<file path="src/hw/rtl/cpios_pkg.sv">
// Shared constants and register index codes for the current peak idle off switch.
package cpios_pkg;

  // Default sample width and fixed counter width
  localparam int unsigned SAMPLE_BITS_DEFAULT = 10;
  localparam int unsigned COUNT_W             = 16;

  // Configuration port layout
  localparam int unsigned CFG_IDX_W  = 3;
  localparam int unsigned CFG_DATA_W = 16;

  // Register reset values
  localparam int unsigned BASELINE_RESET = 539;
  localparam int unsigned DELAY_RESET    = 0;
  localparam int unsigned THRESH_RESET   = 0;
  localparam int unsigned RATE_RESET     = 100;

  // Register indexes on the configuration port
  typedef enum logic [CFG_IDX_W-1:0] {
    IDX_BASELINE = 3'd0,
    IDX_CLAMP    = 3'd1,
    IDX_THRESH   = 3'd2,
    IDX_DELAY    = 3'd3,
    IDX_RATE     = 3'd4
  } cfg_idx_e;

endpackage

</file>
<file path="src/hw/rtl/cpios_cfg_regs.sv">
// Configuration register file for the current peak idle off switch.
module cpios_cfg_regs #(
  parameter int unsigned SAMPLE_BITS = cpios_pkg::SAMPLE_BITS_DEFAULT
) (
  input  logic                             clk_i,
  input  logic                             rst_ni,
  input  logic                             wr_en_i,
  input  logic [cpios_pkg::CFG_IDX_W-1:0]  wr_index_i,
  input  logic [cpios_pkg::CFG_DATA_W-1:0] wr_data_i,
  output logic [SAMPLE_BITS-1:0]           baseline_o,
  output logic [SAMPLE_BITS-1:0]           clamp_o,
  output logic [SAMPLE_BITS-1:0]           threshold_o,
  output logic [cpios_pkg::COUNT_W-1:0]    delay_o,
  output logic [cpios_pkg::COUNT_W-1:0]    rate_o
);

  localparam logic [SAMPLE_BITS-1:0] BaseRst =
    SAMPLE_BITS'(cpios_pkg::BASELINE_RESET);
  localparam logic [SAMPLE_BITS-1:0] ThreshRst =
    SAMPLE_BITS'(cpios_pkg::THRESH_RESET);
  localparam logic [cpios_pkg::COUNT_W-1:0] DelayRst =
    cpios_pkg::COUNT_W'(cpios_pkg::DELAY_RESET);
  localparam logic [cpios_pkg::COUNT_W-1:0] RateRst =
    cpios_pkg::COUNT_W'(cpios_pkg::RATE_RESET);

  logic [SAMPLE_BITS-1:0]        baseline_q, clamp_q, threshold_q;
  logic [cpios_pkg::COUNT_W-1:0] delay_q, rate_q;

  // Register writes; unknown indexes are dropped
  always_ff @(posedge clk_i or negedge rst_ni) begin
    if (!rst_ni) begin
      baseline_q  <= BaseRst;
      clamp_q     <= '1;
      threshold_q <= ThreshRst;
      delay_q     <= DelayRst;
      rate_q      <= RateRst;
    end else if (wr_en_i) begin
      case (wr_index_i)
        cpios_pkg::IDX_BASELINE: baseline_q  <= wr_data_i[SAMPLE_BITS-1:0];
        cpios_pkg::IDX_CLAMP:    clamp_q     <= wr_data_i[SAMPLE_BITS-1:0];
        cpios_pkg::IDX_THRESH:   threshold_q <= wr_data_i[SAMPLE_BITS-1:0];
        cpios_pkg::IDX_DELAY:    delay_q     <= wr_data_i[cpios_pkg::COUNT_W-1:0];
        cpios_pkg::IDX_RATE:     rate_q      <= wr_data_i[cpios_pkg::COUNT_W-1:0];
        default: ;
      endcase
    end
  end

  assign baseline_o  = baseline_q;
  assign clamp_o     = clamp_q;
  assign threshold_o = threshold_q;
  assign delay_o     = delay_q;
  assign rate_o      = rate_q;

endmodule

</file>
<file path="src/hw/rtl/cpios_update.sv">
// Peak tracker, idle counters and switch state, updated once per item.
module cpios_update #(
  parameter int unsigned SAMPLE_BITS = cpios_pkg::SAMPLE_BITS_DEFAULT
) (
  input  logic                          clk_i,
  input  logic                          rst_ni,
  input  logic                          step_i,
  input  logic [SAMPLE_BITS-1:0]        sample_i,
  input  logic [SAMPLE_BITS-1:0]        baseline_i,
  input  logic [SAMPLE_BITS-1:0]        clamp_i,
  input  logic [SAMPLE_BITS-1:0]        threshold_i,
  input  logic [cpios_pkg::COUNT_W-1:0] delay_i,
  input  logic [cpios_pkg::COUNT_W-1:0] rate_i,
  output logic                          on_d_o,
  output logic [SAMPLE_BITS-1:0]        peak_d_o,
  output logic [cpios_pkg::COUNT_W-1:0] sec_d_o
);

  localparam int unsigned CW = cpios_pkg::COUNT_W;

  logic [SAMPLE_BITS-1:0] peak_q, peak_d;
  logic [CW-1:0]          tick_q, tick_d;
  logic [CW-1:0]          sec_q, sec_d;
  logic                   on_q, on_d;

  logic [SAMPLE_BITS-1:0] mag, mag_clamped;
  logic [CW-1:0]          rate_eff;
  logic [CW:0]            tick_inc;
  logic [CW-1:0]          sec_inc;

  // Magnitude around the baseline, then clamp
  always_comb begin
    mag         = (sample_i >= baseline_i) ? sample_i - baseline_i
                                           : baseline_i - sample_i;
    mag_clamped = (mag > clamp_i) ? clamp_i : mag;
    rate_eff    = (rate_i == '0) ? CW'(1) : rate_i;
  end

  // Peak, idle counting and switch decision
  always_comb begin
    peak_d   = peak_q;
    tick_d   = tick_q;
    sec_d    = sec_q;
    on_d     = on_q;
    tick_inc = {1'b0, tick_q} + (CW+1)'(1);
    sec_inc  = sec_q;

    if (mag_clamped > peak_q) begin
      peak_d = mag_clamped;
    end else if (peak_q != '0) begin
      peak_d = peak_q - SAMPLE_BITS'(1);
    end

    if (peak_d <= threshold_i) begin
      if (sec_q < delay_i) begin
        if (tick_inc >= {1'b0, rate_eff}) begin
          tick_d  = '0;
          sec_inc = sec_q + CW'(1);
        end else begin
          tick_d = tick_inc[CW-1:0];
        end
        sec_d = sec_inc;
        if (sec_inc >= delay_i) begin
          on_d = 1'b0;
        end
      end
    end else if (!on_q) begin
      on_d   = 1'b1;
      tick_d = '0;
      sec_d  = '0;
    end
  end

  // State registers advance when an item passes
  always_ff @(posedge clk_i or negedge rst_ni) begin
    if (!rst_ni) begin
      peak_q <= '0;
      tick_q <= '0;
      sec_q  <= '0;
      on_q   <= 1'b1;
    end else if (step_i) begin
      peak_q <= peak_d;
      tick_q <= tick_d;
      sec_q  <= sec_d;
      on_q   <= on_d;
    end
  end

  assign on_d_o   = on_d;
  assign peak_d_o = peak_d;
  assign sec_d_o  = sec_d;

endmodule

</file>
<file path="src/hw/rtl/current_peak_idle_off_switch_core.sv">
// Top level of the current peak idle off switch: handshake stages and wiring.
//
// Usage: one converter sample enters per item on the input channel
// (in_valid_i / in_stall_o / raw_sample_i). Each item gives exactly one result
// on the output channel (out_valid_o / out_stall_i) carrying the switch state,
// the decaying peak and the idle seconds after that sample.
// Items pass an input register, then the update logic writes the result
// register, which drives the output channel.
// Throughput is one item per cycle while the receiver does not stall; the
// update between the input and result registers is combinational.
// When the receiver stalls, the result register holds and the input register
// keeps one more item; further items are stalled until the result is taken.
// Registers are written through cfg_valid_i / cfg_ready_o with an index and
// data; ready is always high, and writes belong to times when no item is in
// flight.
// Reset (rst_ni low, asynchronous) empties both stages, loads the register
// defaults and sets peak and counters to zero with the output on.
module current_peak_idle_off_switch_core #(
  parameter int unsigned SAMPLE_BITS = cpios_pkg::SAMPLE_BITS_DEFAULT
) (
  input  logic                             clk_i,
  input  logic                             rst_ni,
  input  logic                             in_valid_i,
  output logic                             in_stall_o,
  input  logic [SAMPLE_BITS-1:0]           raw_sample_i,
  output logic                             out_valid_o,
  input  logic                             out_stall_i,
  output logic                             output_on_o,
  output logic [SAMPLE_BITS-1:0]           peak_level_o,
  output logic [cpios_pkg::COUNT_W-1:0]    idle_seconds_o,
  input  logic                             cfg_valid_i,
  output logic                             cfg_ready_o,
  input  logic [cpios_pkg::CFG_IDX_W-1:0]  cfg_index_i,
  input  logic [cpios_pkg::CFG_DATA_W-1:0] cfg_data_i
);

  logic [SAMPLE_BITS-1:0]        baseline, clamp, threshold;
  logic [cpios_pkg::COUNT_W-1:0] delay, rate;

  logic                          s1_valid_q;
  logic [SAMPLE_BITS-1:0]        s1_sample_q;
  logic                          out_valid_q;
  logic                          out_on_q;
  logic [SAMPLE_BITS-1:0]        out_peak_q;
  logic [cpios_pkg::COUNT_W-1:0] out_sec_q;

  logic                          s1_advance, in_accept;
  logic                          on_d;
  logic [SAMPLE_BITS-1:0]        peak_d;
  logic [cpios_pkg::COUNT_W-1:0] sec_d;

  assign cfg_ready_o = 1'b1;

  cpios_cfg_regs #(
    .SAMPLE_BITS(SAMPLE_BITS)
  ) u_cfg (
    .clk_i      (clk_i),
    .rst_ni     (rst_ni),
    .wr_en_i    (cfg_valid_i & cfg_ready_o),
    .wr_index_i (cfg_index_i),
    .wr_data_i  (cfg_data_i),
    .baseline_o (baseline),
    .clamp_o    (clamp),
    .threshold_o(threshold),
    .delay_o    (delay),
    .rate_o     (rate)
  );

  // Handshake: stage 1 moves on when the result register is free or drains
  assign s1_advance = s1_valid_q & (~out_valid_q | ~out_stall_i);
  assign in_stall_o = s1_valid_q & ~s1_advance;
  assign in_accept  = in_valid_i & ~in_stall_o;

  cpios_update #(
    .SAMPLE_BITS(SAMPLE_BITS)
  ) u_update (
    .clk_i      (clk_i),
    .rst_ni     (rst_ni),
    .step_i     (s1_advance),
    .sample_i   (s1_sample_q),
    .baseline_i (baseline),
    .clamp_i    (clamp),
    .threshold_i(threshold),
    .delay_i    (delay),
    .rate_i     (rate),
    .on_d_o     (on_d),
    .peak_d_o   (peak_d),
    .sec_d_o    (sec_d)
  );

  // Input register
  always_ff @(posedge clk_i or negedge rst_ni) begin
    if (!rst_ni) begin
      s1_valid_q <= 1'b0;
    end else if (in_accept) begin
      s1_valid_q <= 1'b1;
    end else if (s1_advance) begin
      s1_valid_q <= 1'b0;
    end
  end

  always_ff @(posedge clk_i) begin
    if (in_accept) begin
      s1_sample_q <= raw_sample_i;
    end
  end

  // Result register
  always_ff @(posedge clk_i or negedge rst_ni) begin
    if (!rst_ni) begin
      out_valid_q <= 1'b0;
    end else if (s1_advance) begin
      out_valid_q <= 1'b1;
    end else if (!out_stall_i) begin
      out_valid_q <= 1'b0;
    end
  end

  always_ff @(posedge clk_i) begin
    if (s1_advance) begin
      out_on_q   <= on_d;
      out_peak_q <= peak_d;
      out_sec_q  <= sec_d;
    end
  end

  assign out_valid_o    = out_valid_q;
  assign output_on_o    = out_on_q;
  assign peak_level_o   = out_peak_q;
  assign idle_seconds_o = out_sec_q;

endmodule

</file>
<file path="config.mk">
export PLATFORM = sky130hd
export DESIGN_NAME = current_peak_idle_off_switch_core
export DESIGN_NICKNAME = d
export VERILOG_FILES = /design/src/hw/rtl/cpios_pkg.sv /design/src/hw/rtl/cpios_cfg_regs.sv /design/src/hw/rtl/cpios_update.sv /design/src/hw/rtl/current_peak_idle_off_switch_core.sv
export SDC_FILE = /design/constraint.sdc
export NUM_CORES = 1
export LEC_CHECK = 0
export BUFFER_PORTS_ARGS = -buffer_cell sky130_fd_sc_hd__buf_4
export CAP_MARGIN = 25
export CORE_UTILIZATION = 30
export CTS_CLUSTER_SIZE = 8
export DETAILED_ROUTE_END_ITERATION = 8
export GPL_ROUTABILITY_DRIVEN = 0
export RECOVER_POWER = 100
export SLEW_MARGIN = 30
export SYNTH_ARGS = -nofsm -noshare
export SYNTH_HDL_FRONTEND = slang
export SYNTH_SLANG_ARGS = --single-unit
</file>
<file path="constraint.sdc">
create_clock -name clk_i -period 20.4 [get_ports clk_i]
set_clock_uncertainty 0.1 [all_clocks]
set_input_delay 2.04 -clock clk_i [delete_from_list [all_inputs] [get_ports clk_i]]
set_output_delay 2.04 -clock clk_i [all_outputs]
set_load 0.05 [all_outputs]
</file>
==> summary.md <==
| Metric | Value |
|---|---|
| Post-DP HPWL | `17860 um` |
| Crit path DAT | `11920 ps` |
| Max VDD drop | `0.1041 mV` |
| Largest cells by area after synthesis | `dfrtp_1 (23%), ha_1 (13%), edfxtp_1 (11%)` |
| Max-capacitance violation count | `7` |
| Clk pin slew, worst setup/hold paths | `70 ps` |
| Most used flip-flop cell after synthesis | `dfrtp_1` |
| First DRT Iteration DRCs | `505` |
| Clock Tree Buf Depth | `2` |
| Chip height | `181.6 um` |
| Setup CP Type | `reg -> reg` |
| Area share of the largest cell type after synthesis | `22.74%` |
| Overall power | `around 1.8 mW` |
| Share of post-route cells with drive strength above 1 | `10.98%` |
| Hold Buf Count CTS | `0` |
| Final Hold Fails | `0` |
| CTS Buf Count | `17` |
| Fillers | `3253` |
| Worst hold path class | `reg -> reg` |
| Netlist cell types | `78` |
| Slew margin rel. | `-134.3%` |
| Total track usage | `15.30%` |
| CP endpoint kind | `flop` |
| Post-synth EDFFs | `37` |
| Ys Warns | `0` |
| Initial Utilization | `30.60%` |
| FFs w/ async S/R, synth | `74.31%` |
| Seq. cell area | `3812 um^2` |
| Mean Syn Cell Area | `around 9.3 um^2` |
| Crit-path max cell delay | `~1200 ps` |
| Leading area contributor after synthesis | `dfrtp_1` |
| FF+latch count, synth | `144` |
| Slew @ Worst Pin | `3514 ps` |
| R2R setup slack | `8610 ps` |
| Max frequency | `0.08484 GHz` |
| Period Utilization, post-route | `57.78%` |
| Vias in the first global route | `7417` |
| Syn_nets | `roughly 1200` |
| Vias/cell | `5.112` |
| Gr ovfl total | `0` |
| ANT nets after route | `0` |
| # H-tree levels | `4` |
| Clock root buffer | `clkbuf_16` |
| CORE AREA | `31640 um^2` |
| Drt pass-1 iters | `5` |
| Clock period minus worst slack | `approximately 12000 ps` |
| DIE AREA | `32990 um^2` |
| Seq/Total Area, Yosys | `between 30% and 40%` |
| Antenna diode count | `0` |
| Count of input and output buffers | `62` |
| Row count | `65` |
| Vias | `7642` |
| Violated checks | `capacitance limit, slew limit` |
| Final Setup Violations | `0` |
| LEAKAGE | `4.924 nW` |
| Die Span X | `181.6 um` |
| IO Count | `64` |
| Outcome | `finished, violations left` |
| DRT Wirelength | `24420 um` |
| Worst reg2reg path depth | `35` |
| Slew Viols, Final | `273` |
| CTS tree | `yes` |
| Setup TNS | `0 ps` |
| RSZ-0062 raised after global routing | `no` |
| CP required | `20540 ps` |
| Initial antenna violation count | `0` |
| Netlist area before placement | `between 9000 and 10000 um^2` |
| Worst-Skew Late Latency | `430 ps` |
| Clock Sinks | `about 140` |
| Maximum number of pins on one net before global-route repair | `63` |
| Setup repair bufs after CTS | `0` |
| Area Growth Syn to Fin | `12.95%` |
| Final net count | `1215` |
| Cells after Synth | `1036` |
| Slowest CP cell | `o21ai_0` |
| First-pass GRT wire length | `39940 um` |
| Worst hold path cell count | `2` |
| Crit Path Max Fanout | `22` |
| DRC Markers | `0` |
| P per Cell Area | `165.4 nW/um^2` |
| Crit path launch type | `flop` |
| Routed WL per cell | `16.33 um` |
| Area of the multi-input gates | `5245 um^2` |
| Post-cts sizing count | `0` |
-- report_power, final --
part / internal (mW) / leakage [nW] / switching, mW
clock: 0.205 / 0.297 / 0.130
sequential: 0.382 / 1.66 / 0.0514
combinational: 0.325 / 2.96 / 0.715
total: 0.912 / 4.92 / 0.897
-- cells in the final DEF, fill, tap and decap left out, types with 14 or more instances in the layout --
master	n
a21oi_1	62
mux2_2	23
clkbuf_1	41
dfrtp_1	88
o21ai_0	103
clkbuf_16	17
a21o_1	30
inv_1	98
nand4_1	20
ha_1	99
nand3_1	34
dfstp_2	18
nand2_1	96
xnor2_1	26
edfxtp_1	37
nor2_1	40
a31oi_1	16
and3_1	14
buf_4	20
-- per-layer routing --
metal  share of wire [%]  routed length [um]  track usage, %  vias to the layer above
met5                   0                   0               0                        -
met4                 1.4                 344           4.746                        0
met3                 3.5                 859           2.086                       24
met2                  44               10810           23.52                      154
met1                  51               12400           22.10                     3671
li1                    -                   -               -                     3793
-- registers in the layout, indices dropped and copies added, names as in the netlist --
register           flops
u_update.sec_q        16
u_cfg.clamp_o         10
s1_sample_q           10
output_on_o            1
u_update.on_q          1
idle_seconds_o        16
s1_valid_q             1
u_cfg.baseline_o      10
u_update.peak_q       10
u_cfg.delay_o         16
u_cfg.threshold_o     10
out_valid_o            1
peak_level_o          10
u_update.tick_q       16
u_cfg.rate_o          16
-- critical path, delay by kind of cell, from the launching register on --
kind,cells,cell delay [ps]
AO/OA/AOI/OAI,14,4370
buffers and inverters,6,2870
multiplexers,3,1440
adder cells (fa/ha/maj),5,1320
AND/OR/NAND/NOR,7,1100
flip-flops,1,370
-- cells in the mapped netlist, types with 12 or more instances --
library cell and number:
a21o_1 30, a21oi_1 63, a31oi_1 15, and3_1 14, clkbuf_1 29, dfrtp_1 88
dfstp_2 19, edfxtp_1 37, ha_1 99, inv_1 97, mux2_2 25, mux2i_1 13
nand2_1 96, nand2b_1 13, nand3_1 34, nand4_1 20, nor2_1 39, o21ai_0 88
o21ai_1 23, xnor2_1 26, xor2_1 12
-- area by class of cell --
class | count | area share (%)
repair buffers | 71 | 3.535
inverters | 99 | 3.398
flip-flops and latches | 144 | 34.86
well taps | 402 | 4.600
clock inverters | 13 | 1.682
clock buffers | 19 | 3.959
multi-input cells | 747 | 47.96
-- stage by stage --
stage	utilization [%]	worst slack (ps)	hold slack, ps	area, um^2	instances
3_5_place_dp	33.28	11780	395.1	10530	1462
4_1_cts	35.23	11750	409.3	11140	1494
5_1_grt	34.57	7568	431.7	10940	1495
2_1_floorplan	-	12860	376.7	9682	1036
6_report	34.57	8613	409.8	10940	1495
3_3_place_gp	33.25	11870	390.3	10520	1462
-- path summary, 6_finish.rpt --
kind / to / startpoint
worst min register to register: u_cfg.baseline_o[9] / u_cfg.baseline_o[9]
worst max register to register: idle_seconds_o[5] / u_cfg.baseline_o[0]
worst min-delay path: u_cfg.baseline_o[9] / u_cfg.baseline_o[9]
min in group asynchronous: u_cfg.delay_o[11] / rst_ni
max in group asynchronous: u_update.peak_q[5] / rst_ni
worst max-delay path: idle_seconds_o[5] / u_cfg.baseline_o[0]
-- logic make-up (layout without fill, tap and decap cells) --
logic type	after synthesis	count (layout)	share of synthesized area (%)
other	1	1	0.03873
adder cells (fa/ha/maj)	101	101	13.21
XOR/XNOR	38	38	3.438
AND/OR/NAND/NOR	279	279	14.67
multiplexers	40	40	4.562
flip-flops	144	144	39.38
buffers and inverters	145	202	6.151
AO/OA/AOI/OAI	288	288	18.56
Note: power is estimated with default switching activity, not from simulation.
